==> src/rtl/fmtpd_pkg.sv <==
// fmtpd_pkg: shared types, constants and the waypoint table for the tiered position drive
// no dependencies; used by fmtpd_lane and four_motor_tiered_position_drive
`timescale 1ns / 1ps

package fmtpd_pkg;

  localparam int MOTOR_COUNT = 4;
  localparam int POINT_COUNT = 10;
  localparam int COUNT_W     = 32;
  localparam int TABLE_ROWS  = 10;
  localparam int ROW_IDX_W   = $clog2(TABLE_ROWS);

  localparam int CFG_DATA_W  = 32;
  localparam int CFG_ADDR_W  = 5;
  localparam int CFG_IDX_W   = 3;

  // register indexes
  localparam logic [CFG_IDX_W-1:0] REG_TOLERANCE = 3'd0;
  localparam logic [CFG_IDX_W-1:0] REG_NEAR_THR  = 3'd1;
  localparam logic [CFG_IDX_W-1:0] REG_MID_THR   = 3'd2;
  localparam logic [CFG_IDX_W-1:0] REG_MID_PWM   = 3'd3;
  localparam logic [CFG_IDX_W-1:0] REG_FAST_PWM  = 3'd4;
  localparam logic [CFG_IDX_W-1:0] REG_NEAR_BST  = 3'd5;
  localparam logic [CFG_IDX_W-1:0] REG_NEAR_LIM  = 3'd6;
  localparam logic [CFG_IDX_W-1:0] REG_CORNER    = 3'd7;

  typedef enum logic [2:0] {
    KIND_TICK       = 3'd0,
    KIND_GOTO_POINT = 3'd1,
    KIND_GOTO_COUNT = 3'd2,
    KIND_PATROL     = 3'd3,
    KIND_STOP       = 3'd4,
    KIND_SET_ZERO   = 3'd5,
    KIND_RESET      = 3'd6
  } kind_t;

  typedef enum logic [1:0] {
    RS_IDLE     = 2'd0,
    RS_RUNNING  = 2'd1,
    RS_FINISHED = 2'd2,
    RS_ERROR    = 2'd3
  } run_state_t;

  typedef enum logic [1:0] {
    MODE_NONE   = 2'd0,
    MODE_GOTO   = 2'd1,
    MODE_PATROL = 2'd2
  } run_mode_t;

  typedef struct packed {
    logic [15:0] tolerance;
    logic [15:0] near_thr;
    logic [15:0] mid_thr;
    logic [9:0]  mid_pwm;
    logic [9:0]  fast_pwm;
    logic [7:0]  near_boost;
    logic [9:0]  near_limit;
    logic [9:0]  corner_zone;
  } cfg_t;

  localparam cfg_t CFG_RESET = '{
    tolerance:   16'd15,
    near_thr:    16'd120,
    mid_thr:     16'd500,
    mid_pwm:     10'd300,
    fast_pwm:    10'd360,
    near_boost:  8'd20,
    near_limit:  10'd340,
    corner_zone: 10'd80
  };

  localparam logic [9:0] NEAR_BASE [MOTOR_COUNT] = '{10'd300, 10'd260, 10'd280, 10'd260};

  localparam logic signed [31:0] WAYPOINTS [TABLE_ROWS][MOTOR_COUNT] = '{
    '{ 32'sd4742,  -32'sd2230, -32'sd6082, -32'sd2091},
    '{-32'sd2111,  -32'sd6386, -32'sd1709,  32'sd5640},
    '{-32'sd2343,  -32'sd4616,  32'sd343,   32'sd4434},
    '{ 32'sd3432,  -32'sd498,  -32'sd4507, -32'sd2260},
    '{ 32'sd1884,   32'sd1626, -32'sd3430, -32'sd3441},
    '{-32'sd3290,  -32'sd3593,  32'sd1205,  32'sd2223},
    '{-32'sd4302,  -32'sd2399,  32'sd2836,  32'sd268},
    '{-32'sd6,      32'sd3622, -32'sd2359, -32'sd4471},
    '{-32'sd2004,   32'sd6081, -32'sd1670, -32'sd6413},
    '{-32'sd6316,  -32'sd623,   32'sd4675, -32'sd1865}
  };

  function automatic logic point_ok(input logic [3:0] id);
    point_ok = (id >= 4'd1) && (int'(id) <= POINT_COUNT) && (int'(id) <= TABLE_ROWS);
  endfunction

  // waypoint counts for a point number already known to be valid
  function automatic logic [COUNT_W-1:0] waypoint_count(input logic [3:0] id,
                                                        input int motor);
    logic [3:0] row;
    row = id - 4'd1;
    waypoint_count = WAYPOINTS[row[ROW_IDX_W-1:0]][motor][COUNT_W-1:0];
  endfunction

endpackage

==> src/rtl/fmtpd_lane.sv <==
// fmtpd_lane: one motor channel, error to tiered signed pwm with corner boost
// depends on fmtpd_pkg
`timescale 1ns / 1ps

module fmtpd_lane (
  input  logic [1:0]                      lane_idx,
  input  fmtpd_pkg::cfg_t                 cfg,
  input  logic [fmtpd_pkg::COUNT_W-1:0]   target,
  input  logic [fmtpd_pkg::COUNT_W-1:0]   cur,
  input  logic signed [11:0]              pos_x,
  input  logic signed [11:0]              pos_y,
  input  logic                            pos_valid,
  output logic signed [10:0]              pwm
);
  import fmtpd_pkg::*;

  logic [COUNT_W-1:0] err;
  logic               err_neg;
  logic [COUNT_W-1:0] mag;
  logic signed [12:0] xs, ys, zp, zn;
  logic               hit;
  logic [9:0]         base;
  logic [10:0]        boosted;
  logic [9:0]         near_p;
  logic [9:0]         p;

  always_comb begin
    // wraps modulo 2^COUNT_W, read as two's complement
    err     = target - cur;
    err_neg = err[COUNT_W-1];
    mag     = err_neg ? (~err + COUNT_W'(1)) : err;

    xs = {pos_x[11], pos_x};
    ys = {pos_y[11], pos_y};
    zp = $signed({3'b000, cfg.corner_zone});
    zn = -zp;

    unique case (lane_idx)
      2'd0:    hit = (xs <= zn) && (ys >= zp);
      2'd1:    hit = (xs <= zn) && (ys <= zn);
      2'd2:    hit = (xs >= zp) && (ys <= zn);
      default: hit = (xs >= zp) && (ys >= zp);
    endcase

    base    = NEAR_BASE[lane_idx];
    boosted = {1'b0, base} + (hit ? {3'b000, cfg.near_boost} : 11'd0);
    if (!pos_valid) begin
      near_p = base;
    end else if (boosted > {1'b0, cfg.near_limit}) begin
      near_p = cfg.near_limit;
    end else begin
      near_p = boosted[9:0];
    end

    priority if (mag <= COUNT_W'(cfg.tolerance)) begin
      p = 10'd0;
    end else if (mag <= COUNT_W'(cfg.near_thr)) begin
      p = near_p;
    end else if (mag <= COUNT_W'(cfg.mid_thr)) begin
      p = cfg.mid_pwm;
    end else begin
      p = cfg.fast_pwm;
    end

    pwm = err_neg ? -$signed({1'b0, p}) : $signed({1'b0, p});
  end

endmodule

==> src/rtl/four_motor_tiered_position_drive.sv <==
// Tiered bang-bang position drive for four cable motors.
// The result of an input transfer is registered in the output register.
// Throughput: one item per cycle unless the input stalls; the four motor lanes and the merge are combinational.
// Input stalls only while a registered result waits and the output side stalls.
// Reset (rst_n, synchronous, active low): state idle, mode none, target point 1,
// zero not set, configuration registers at their default values.
`timescale 1ns / 1ps

module four_motor_tiered_position_drive (
  input  logic                                clk,
  input  logic                                rst_n,
  // input channel
  input  logic                                in_valid,
  output logic                                in_stall,
  input  logic [2:0]                          in_kind,
  input  logic [3:0]                          in_waypoint_num,
  input  logic signed [31:0]                  in_count_m1,
  input  logic signed [31:0]                  in_count_m2,
  input  logic signed [31:0]                  in_count_m3,
  input  logic signed [31:0]                  in_count_m4,
  input  logic signed [11:0]                  in_pos_x_mm,
  input  logic signed [11:0]                  in_pos_y_mm,
  input  logic                                in_pos_valid,
  input  logic                                in_drive_ok,
  // result channel
  output logic                                out_valid,
  input  logic                                out_stall,
  output logic signed [10:0]                  out_pwm_m1,
  output logic signed [10:0]                  out_pwm_m2,
  output logic signed [10:0]                  out_pwm_m3,
  output logic signed [10:0]                  out_pwm_m4,
  output logic                                out_pwm_valid,
  output logic                                out_stop_drive,
  output logic [1:0]                          out_run_state,
  output logic [1:0]                          out_mode_out,
  output logic [3:0]                          out_target_out,
  output logic                                out_accepted,
  output logic                                out_zero_ready,
  // configuration port
  input  logic                                psel,
  input  logic                                penable,
  input  logic                                pwrite,
  input  logic [fmtpd_pkg::CFG_ADDR_W-1:0]    paddr,
  input  logic [fmtpd_pkg::CFG_DATA_W-1:0]    pwdata,
  output logic [fmtpd_pkg::CFG_DATA_W-1:0]    prdata,
  output logic                                pready
);
  import fmtpd_pkg::*;

  // configuration registers
  cfg_t                 cfg_r;
  logic [CFG_IDX_W-1:0] cfg_idx;
  logic                 cfg_wr;

  // control state
  run_state_t           run_state_r, run_state_nxt;
  run_mode_t            run_mode_r, run_mode_nxt;
  logic [3:0]           target_point_r, target_point_nxt;
  logic                 zero_ready_r, zero_ready_nxt;
  logic                 use_custom_r, use_custom_nxt;
  logic [COUNT_W-1:0]   custom_r   [MOTOR_COUNT];
  logic [COUNT_W-1:0]   custom_nxt [MOTOR_COUNT];

  // output register
  logic                 out_valid_r, out_valid_nxt;
  logic signed [10:0]   pwm_r [MOTOR_COUNT];
  logic                 pwm_valid_r, stop_r, acc_r;

  logic                 in_fire;
  kind_t                kind;
  logic [COUNT_W-1:0]   in_cnt [MOTOR_COUNT];
  logic [COUNT_W-1:0]   tgt    [MOTOR_COUNT];
  logic signed [10:0]   lane_pwm [MOTOR_COUNT];
  logic                 have_tgt;
  logic                 arrived;
  logic                 pwm_valid_c, stop_c, acc_c;

  assign pready  = 1'b1;
  assign cfg_idx = paddr[CFG_ADDR_W-1:2];
  assign cfg_wr  = psel && penable && pwrite;

  always_ff @(posedge clk) begin
    if (!rst_n) begin
      cfg_r <= CFG_RESET;
    end else if (cfg_wr) begin
      unique case (cfg_idx)
        REG_TOLERANCE: cfg_r.tolerance   <= pwdata[15:0];
        REG_NEAR_THR:  cfg_r.near_thr    <= pwdata[15:0];
        REG_MID_THR:   cfg_r.mid_thr     <= pwdata[15:0];
        REG_MID_PWM:   cfg_r.mid_pwm     <= pwdata[9:0];
        REG_FAST_PWM:  cfg_r.fast_pwm    <= pwdata[9:0];
        REG_NEAR_BST:  cfg_r.near_boost  <= pwdata[7:0];
        REG_NEAR_LIM:  cfg_r.near_limit  <= pwdata[9:0];
        default:       cfg_r.corner_zone <= pwdata[9:0];
      endcase
    end
  end

  always_comb begin
    unique case (cfg_idx)
      REG_TOLERANCE: prdata = CFG_DATA_W'(cfg_r.tolerance);
      REG_NEAR_THR:  prdata = CFG_DATA_W'(cfg_r.near_thr);
      REG_MID_THR:   prdata = CFG_DATA_W'(cfg_r.mid_thr);
      REG_MID_PWM:   prdata = CFG_DATA_W'(cfg_r.mid_pwm);
      REG_FAST_PWM:  prdata = CFG_DATA_W'(cfg_r.fast_pwm);
      REG_NEAR_BST:  prdata = CFG_DATA_W'(cfg_r.near_boost);
      REG_NEAR_LIM:  prdata = CFG_DATA_W'(cfg_r.near_limit);
      default:       prdata = CFG_DATA_W'(cfg_r.corner_zone);
    endcase
  end

  assign in_stall = out_valid_r && out_stall;
  assign in_fire  = in_valid && !in_stall;
  assign kind     = kind_t'(in_kind);

  assign in_cnt[0] = in_count_m1[COUNT_W-1:0];
  assign in_cnt[1] = in_count_m2[COUNT_W-1:0];
  assign in_cnt[2] = in_count_m3[COUNT_W-1:0];
  assign in_cnt[3] = in_count_m4[COUNT_W-1:0];

  // tick target: custom counts or the current waypoint row
  assign have_tgt = use_custom_r || point_ok(target_point_r);

  for (genvar m = 0; m < MOTOR_COUNT; m++) begin : g_lane
    assign tgt[m] = use_custom_r ? custom_r[m] :
                    (point_ok(target_point_r) ? waypoint_count(target_point_r, m) : '0);

    fmtpd_lane u_lane (
      .lane_idx  (2'(m)),
      .cfg       (cfg_r),
      .target    (tgt[m]),
      .cur       (in_cnt[m]),
      .pos_x     (in_pos_x_mm),
      .pos_y     (in_pos_y_mm),
      .pos_valid (in_pos_valid),
      .pwm       (lane_pwm[m])
    );
  end

  // merge: arrived when every lane is idle
  always_comb begin
    arrived = 1'b1;
    for (int m = 0; m < MOTOR_COUNT; m++) begin
      if (lane_pwm[m] != 11'sd0) arrived = 1'b0;
    end
  end

  always_comb begin
    run_state_nxt    = run_state_r;
    run_mode_nxt     = run_mode_r;
    target_point_nxt = target_point_r;
    zero_ready_nxt   = zero_ready_r;
    use_custom_nxt   = use_custom_r;
    custom_nxt       = custom_r;
    pwm_valid_c      = 1'b0;
    stop_c           = 1'b0;
    acc_c            = 1'b0;

    if (in_fire) begin
      unique case (kind)
        KIND_TICK: begin
          if (run_state_r == RS_RUNNING) begin
            if (!have_tgt || !in_drive_ok) begin
              stop_c        = 1'b1;
              run_state_nxt = RS_ERROR;
            end else begin
              pwm_valid_c = 1'b1;
              if (arrived) begin
                stop_c        = 1'b1;
                run_state_nxt = RS_FINISHED;
              end
            end
          end
        end
        KIND_GOTO_POINT, KIND_PATROL: begin
          if (!point_ok(in_waypoint_num) || !zero_ready_r) begin
            run_state_nxt = RS_ERROR;
          end else begin
            for (int m = 0; m < MOTOR_COUNT; m++) begin
              custom_nxt[m] = waypoint_count(in_waypoint_num, m);
            end
            target_point_nxt = in_waypoint_num;
            run_mode_nxt     = (kind == KIND_GOTO_POINT) ? MODE_GOTO : MODE_PATROL;
            use_custom_nxt   = 1'b0;
            run_state_nxt    = RS_RUNNING;
            acc_c            = 1'b1;
            stop_c           = 1'b1;
          end
        end
        KIND_GOTO_COUNT: begin
          if (!zero_ready_r) begin
            run_state_nxt = RS_ERROR;
          end else begin
            custom_nxt     = in_cnt;
            run_mode_nxt   = MODE_GOTO;
            use_custom_nxt = 1'b1;
            run_state_nxt  = RS_RUNNING;
            stop_c         = 1'b1;
            acc_c          = 1'b1;
          end
        end
        KIND_STOP: begin
          stop_c         = 1'b1;
          run_state_nxt  = RS_IDLE;
          run_mode_nxt   = MODE_NONE;
          use_custom_nxt = 1'b0;
        end
        KIND_SET_ZERO: begin
          if (in_drive_ok) begin
            zero_ready_nxt = 1'b1;
            run_state_nxt  = RS_IDLE;
            acc_c          = 1'b1;
          end else begin
            zero_ready_nxt = 1'b0;
            run_state_nxt  = RS_ERROR;
          end
        end
        KIND_RESET: begin
          run_state_nxt    = RS_IDLE;
          run_mode_nxt     = MODE_NONE;
          target_point_nxt = 4'd1;
        end
        default: ;  // unused code only reports the state
      endcase
    end

    out_valid_nxt = in_fire || (out_valid_r && out_stall);
  end

  always_ff @(posedge clk) begin
    if (!rst_n) begin
      run_state_r    <= RS_IDLE;
      run_mode_r     <= MODE_NONE;
      target_point_r <= 4'd1;
      zero_ready_r   <= 1'b0;
      use_custom_r   <= 1'b0;
      out_valid_r    <= 1'b0;
    end else begin
      run_state_r    <= run_state_nxt;
      run_mode_r     <= run_mode_nxt;
      target_point_r <= target_point_nxt;
      zero_ready_r   <= zero_ready_nxt;
      use_custom_r   <= use_custom_nxt;
      out_valid_r    <= out_valid_nxt;
    end
  end

  // custom targets are only read after a goto-counts transfer has written them
  always_ff @(posedge clk) begin
    custom_r <= custom_nxt;
  end

  always_ff @(posedge clk) begin
    if (in_fire) begin
      for (int m = 0; m < MOTOR_COUNT; m++) begin
        pwm_r[m] <= pwm_valid_c ? lane_pwm[m] : 11'sd0;
      end
      pwm_valid_r <= pwm_valid_c;
      stop_r      <= stop_c;
      acc_r       <= acc_c;
    end
  end

  // state fields show the state right after the item, which the state registers still hold
  assign out_valid      = out_valid_r;
  assign out_pwm_m1     = pwm_r[0];
  assign out_pwm_m2     = pwm_r[1];
  assign out_pwm_m3     = pwm_r[2];
  assign out_pwm_m4     = pwm_r[3];
  assign out_pwm_valid  = pwm_valid_r;
  assign out_stop_drive = stop_r;
  assign out_run_state  = run_state_r;
  assign out_mode_out   = run_mode_r;
  assign out_target_out = target_point_r;
  assign out_accepted   = acc_r;
  assign out_zero_ready = zero_ready_r;

endmodule

==> config.mk <==
export PLATFORM = sky130hd
export DESIGN_NAME = four_motor_tiered_position_drive
export DESIGN_NICKNAME = d
export VERILOG_FILES = /design/src/rtl/fmtpd_pkg.sv /design/src/rtl/fmtpd_lane.sv /design/src/rtl/four_motor_tiered_position_drive.sv
export SDC_FILE = /design/constraint.sdc
export NUM_CORES = 2
export LEC_CHECK = 0
export ABC_AREA = 1
export BUFFER_PORTS_ARGS = -buffer_cell sky130_fd_sc_hd__buf_4
export CORE_ASPECT_RATIO = 0.9
export CORE_MARGIN = 2
export CORE_UTILIZATION = 60
export DETAILED_ROUTE_END_ITERATION = 8
export HOLD_SLACK_MARGIN = 0.12
export MAX_ROUTING_LAYER = met4
export PLACE_DENSITY = 0.8
export SETUP_SLACK_MARGIN = 0.1
export SYNTH_ARGS = -nofsm -noshare
export SYNTH_HDL_FRONTEND = slang
export SYNTH_SLANG_ARGS = --single-unit
==> constraint.sdc <==
create_clock -name clk -period 15.8 [get_ports clk]
set_input_delay 0.79 -clock clk [delete_from_list [all_inputs] [get_ports clk]]
set_output_delay 0.79 -clock clk [all_outputs]
set_load 0.02 [all_outputs]
==> flow_metrics.env <==
export IMPL_status="finished, final reports clean"
export IMPL_syn_avg_cell_area_um2=6.04
export IMPL_worst_pin_slew_ns=1.21
export IMPL_vias_per_cell=5.92
export IMPL_path_max_fanout=49
export IMPL_async_reset_ff_frac=0
export IMPL_crit_arrival_ns=11.87
export IMPL_wl_um=140000
export IMPL_hold_path_class="flip-flop to flip-flop"
export IMPL_placementRows=87
export IMPL_cts_sinks=282
export IMPL_drv_cap=0
export IMPL_synthToLayoutAreaGrowth_pct=9.69
export IMPL_cts_reportedPaths_clkPinSlew_ns=0.06
export IMPL_worstSetupPathType="flip-flop to flip-flop"
export IMPL_io_pins=296
export IMPL_finish_utilization=0.665
export IMPL_grt_usage=0.429
export IMPL_finalCritPeriodShare=0.720
export IMPL_ant_nets=0
export IMPL_fillCellCount=6028
export IMPL_wire_per_inst_um=19.1
export IMPL_fin_nets=7087
export IMPL_synth_ff_type="edfxtp_1"
export IMPL_drc_errors=0
export IMPL_rsz0062_at_grt="no"
export IMPL_cts_tree="done"
export IMPL_crit_path_frequent_cell="nand2_1"
export IMPL_tritoncts_num_buffers=35
export IMPL_crit_path_top_delay_cell="o21ai_2"
export IMPL_grt_pass1_vias=38600
export IMPL_portBuffers=260
export IMPL_p_leak_nw=21.7
export IMPL_synth_area_um2=37900
export IMPL_end_kind="flip-flop"
export IMPL_post_cts_buffers=0
export IMPL_synth_cell_type_count=64
export IMPL_die_x_um=269
export IMPL_finClkSkew_ns=0.0261
export IMPL_dr_pass1_iters=9
export IMPL_overflow=0
export IMPL_relSlewSlack=0.194
export IMPL_drive_gt1_frac=0.0752
export IMPL_postCtsHoldBufs=0
export IMPL_synthCells=6265
export IMPL_num_vias=43400
export IMPL_clk_latency_ns=0.58
export IMPL_yosys_warnings=0
export IMPL_grt_max_degree=89
export IMPL_dieHeight_um=242
export IMPL_setup_tns_ns=0
export IMPL_max_stage_delay_ns=0.78
export IMPL_ys_seq_elements=282
export IMPL_cts_max_path_buffers=3
export IMPL_grt_pass1_wl_um=213000
export IMPL_routed_top_layer="met4"
export IMPL_cts_resized_gates=0
export IMPL_antenna_found_initial=1
export IMPL_p_per_area_nw_per_um2=93.6
export IMPL_max_freq_ghz=0.0879
export IMPL_place_hpwl_um=111000
export IMPL_drt_met1_wl_um=57700
export IMPL_setup_viol=0
export IMPL_ir_worst_vdd_mv=0.0971
export IMPL_reg2reg_slack_ns=4.43
export IMPL_synth_edf_count=175
export IMPL_yosysSeqAreaShare=0.195
export IMPL_crit_required_ns=16.30
export IMPL_fin_crit_ns=11.37
export IMPL_gp_congestion=1.04
export IMPL_initial_core_util=0.606
export IMPL_core_area_um2=62500
export IMPL_slew_viol_final=0
export IMPL_clockRootBuffer="clkbuf_16"
export IMPL_dr_wl_met3_um=17900
export IMPL_dieArea_um2=65100
export IMPL_startpoint_type="flip-flop"
export IMPL_dr_first_iter_drc_count=5493
export IMPL_htreeDepth=2
export IMPL_hold_violations=0
export IMPL_routed_wl_met2_um=57200
stage by stage:
step	worst slack [ns]	hold WS (ns)	cells	total power, mW	cell area (um^2)
6_report	4.43	0.495	7322	3.89	41500
2_1_floorplan	2.02	0.483	6280	2.42	37900
5_1_grt	3.57	0.527	7322	4.19	41500
3_3_place_gp	5.02	0.478	7257	2.93	40400
3_5_place_dp	4.91	0.485	7257	2.99	40400
4_1_cts	4.86	0.489	7321	3.82	41500
worst paths after layout:
check / start / to / cells past startpoint
min: out_valid / out_valid / 2
max: out_target_out[0] / out_run_state[0] / 48
min reg2reg: out_valid / out_valid / 2
max reg2reg: out_target_out[0] / out_run_state[0] / 48
kinds of logic (layout without fill, tap and decap cells):
group | count (synthesis) | count (layout) | share of synthesized area
buf+inv | 1135 | 1331 | 0.117
fa+ha+maj | 433 | 433 | 0.144
flops | 282 | 282 | 0.195
other cells | 2 | 18 | 0.000198
simple gates | 3331 | 3331 | 0.374
xor+xnor | 87 | 87 | 0.0201
compound gates | 995 | 995 | 0.149
state kept, by name, summed over array words and instances (netlist names):
| signal | flops |
|---|---|
| custom_r | 128 |
| out_zero_ready | 1 |
| out_pwm_valid | 1 |
| out_stop_drive | 1 |
| use_custom_r | 1 |
| out_mode_out | 2 |
| pwm_r | 44 |
| out_target_out | 4 |
| out_run_state | 2 |
| cfg_r | 96 |
| out_valid | 1 |
| out_accepted | 1 |
layout by cell type, fill, tap and decap left out, types with 6 or more instances in the layout:
cell,synthesis,final
a211oi_1,25,24
a21oi_1,387,386
a221oi_1,19,19
a22oi_1,9,9
a32o_1,7,7
and2_1,10,10
buf_4,23,276
clkbuf_1,90,6
clkbuf_16,0,37
clkinv_1,10,12
conb_1,2,17
dfxtp_1,107,107
edfxtp_1,175,175
ha_1,429,429
inv_1,959,957
inv_2,22,22
nand2_1,1782,1782
nand2_2,39,39
nand3_1,443,443
nand3_2,15,15
nand3b_1,32,32
nand4_1,145,145
nor2_1,718,717
nor2_2,33,33
nor2_4,10,11
nor3_1,72,71
nor4_1,6,6
o2111ai_1,6,6
o211ai_1,41,41
o21a_1,17,17
o21ai_0,368,368
o21ai_1,10,10
o21bai_1,17,17
o221ai_1,21,21
o22ai_1,32,32
or2_2,7,7
xnor2_1,14,14
xor2_1,73,73
metal layers:
layer	track usage	vias to the layer above
met3	0.0878	415
met5	-	-
li1	-	20900
met2	0.621	2510
met4	0.178	0
met1	0.579	19500
report_power, final:
group	switching, mW	total [mW]	internal (mW)
registers	0.0110	0.818	0.807
logic	1.51	2.24	0.728
clock network	0.355	0.831	0.476
total	1.88	3.89	2.01
area by class of cell:
type	instances	area (um^2)	area share
timing repair buffer	276	2070	0.0499
clock inverter	14	129	0.00310
tap	845	1060	0.0255
sequential	282	7400	0.178
multi-input combinational	4863	26100	0.629
clock buffer	50	1030	0.0248
inverter	991	3720	0.0896
antenna	1	2.50	0.0000603
cell usage after synthesis (all sizes together) (5+ instances only):
cell | count | share of area
nor4 | 6 | 0.00099
a31oi | 5 | 0.00083
buf | 54 | 0.010
o21ai | 379 | 0.050
a221oi | 19 | 0.0044
nand2 | 1821 | 0.18
ha | 429 | 0.14
or2 | 8 | 0.0013
nand3b | 32 | 0.0063
nand3 | 462 | 0.064
xnor2 | 14 | 0.0032
a21oi | 392 | 0.053
a22oi | 9 | 0.0018
o21a | 17 | 0.0034
clkinv | 10 | 0.00099
edfxtp | 175 | 0.14
o221ai | 21 | 0.0049
o2111ai | 6 | 0.0014
and2 | 10 | 0.0017
nor2 | 761 | 0.080
a211oi | 25 | 0.0050
xor2 | 73 | 0.017
o22ai | 32 | 0.0053
o21bai | 19 | 0.0040
a32o | 7 | 0.0019
inv | 981 | 0.097
dfxtp | 107 | 0.057
nand4 | 149 | 0.025
clkbuf | 90 | 0.0089
o211ai | 43 | 0.0088
nor3 | 74 | 0.010
critical path: cells and delay by family, from the launching register on:
kind	cells	cell delay (ns)
simple gates	27	3.70
flops	1	0.72
fa+ha+maj	5	2.15
compound gates	8	1.98
buf+inv	6	1.67
xor+xnor	2	0.98
No activity file was read; power rests on OpenSTA's default activity.
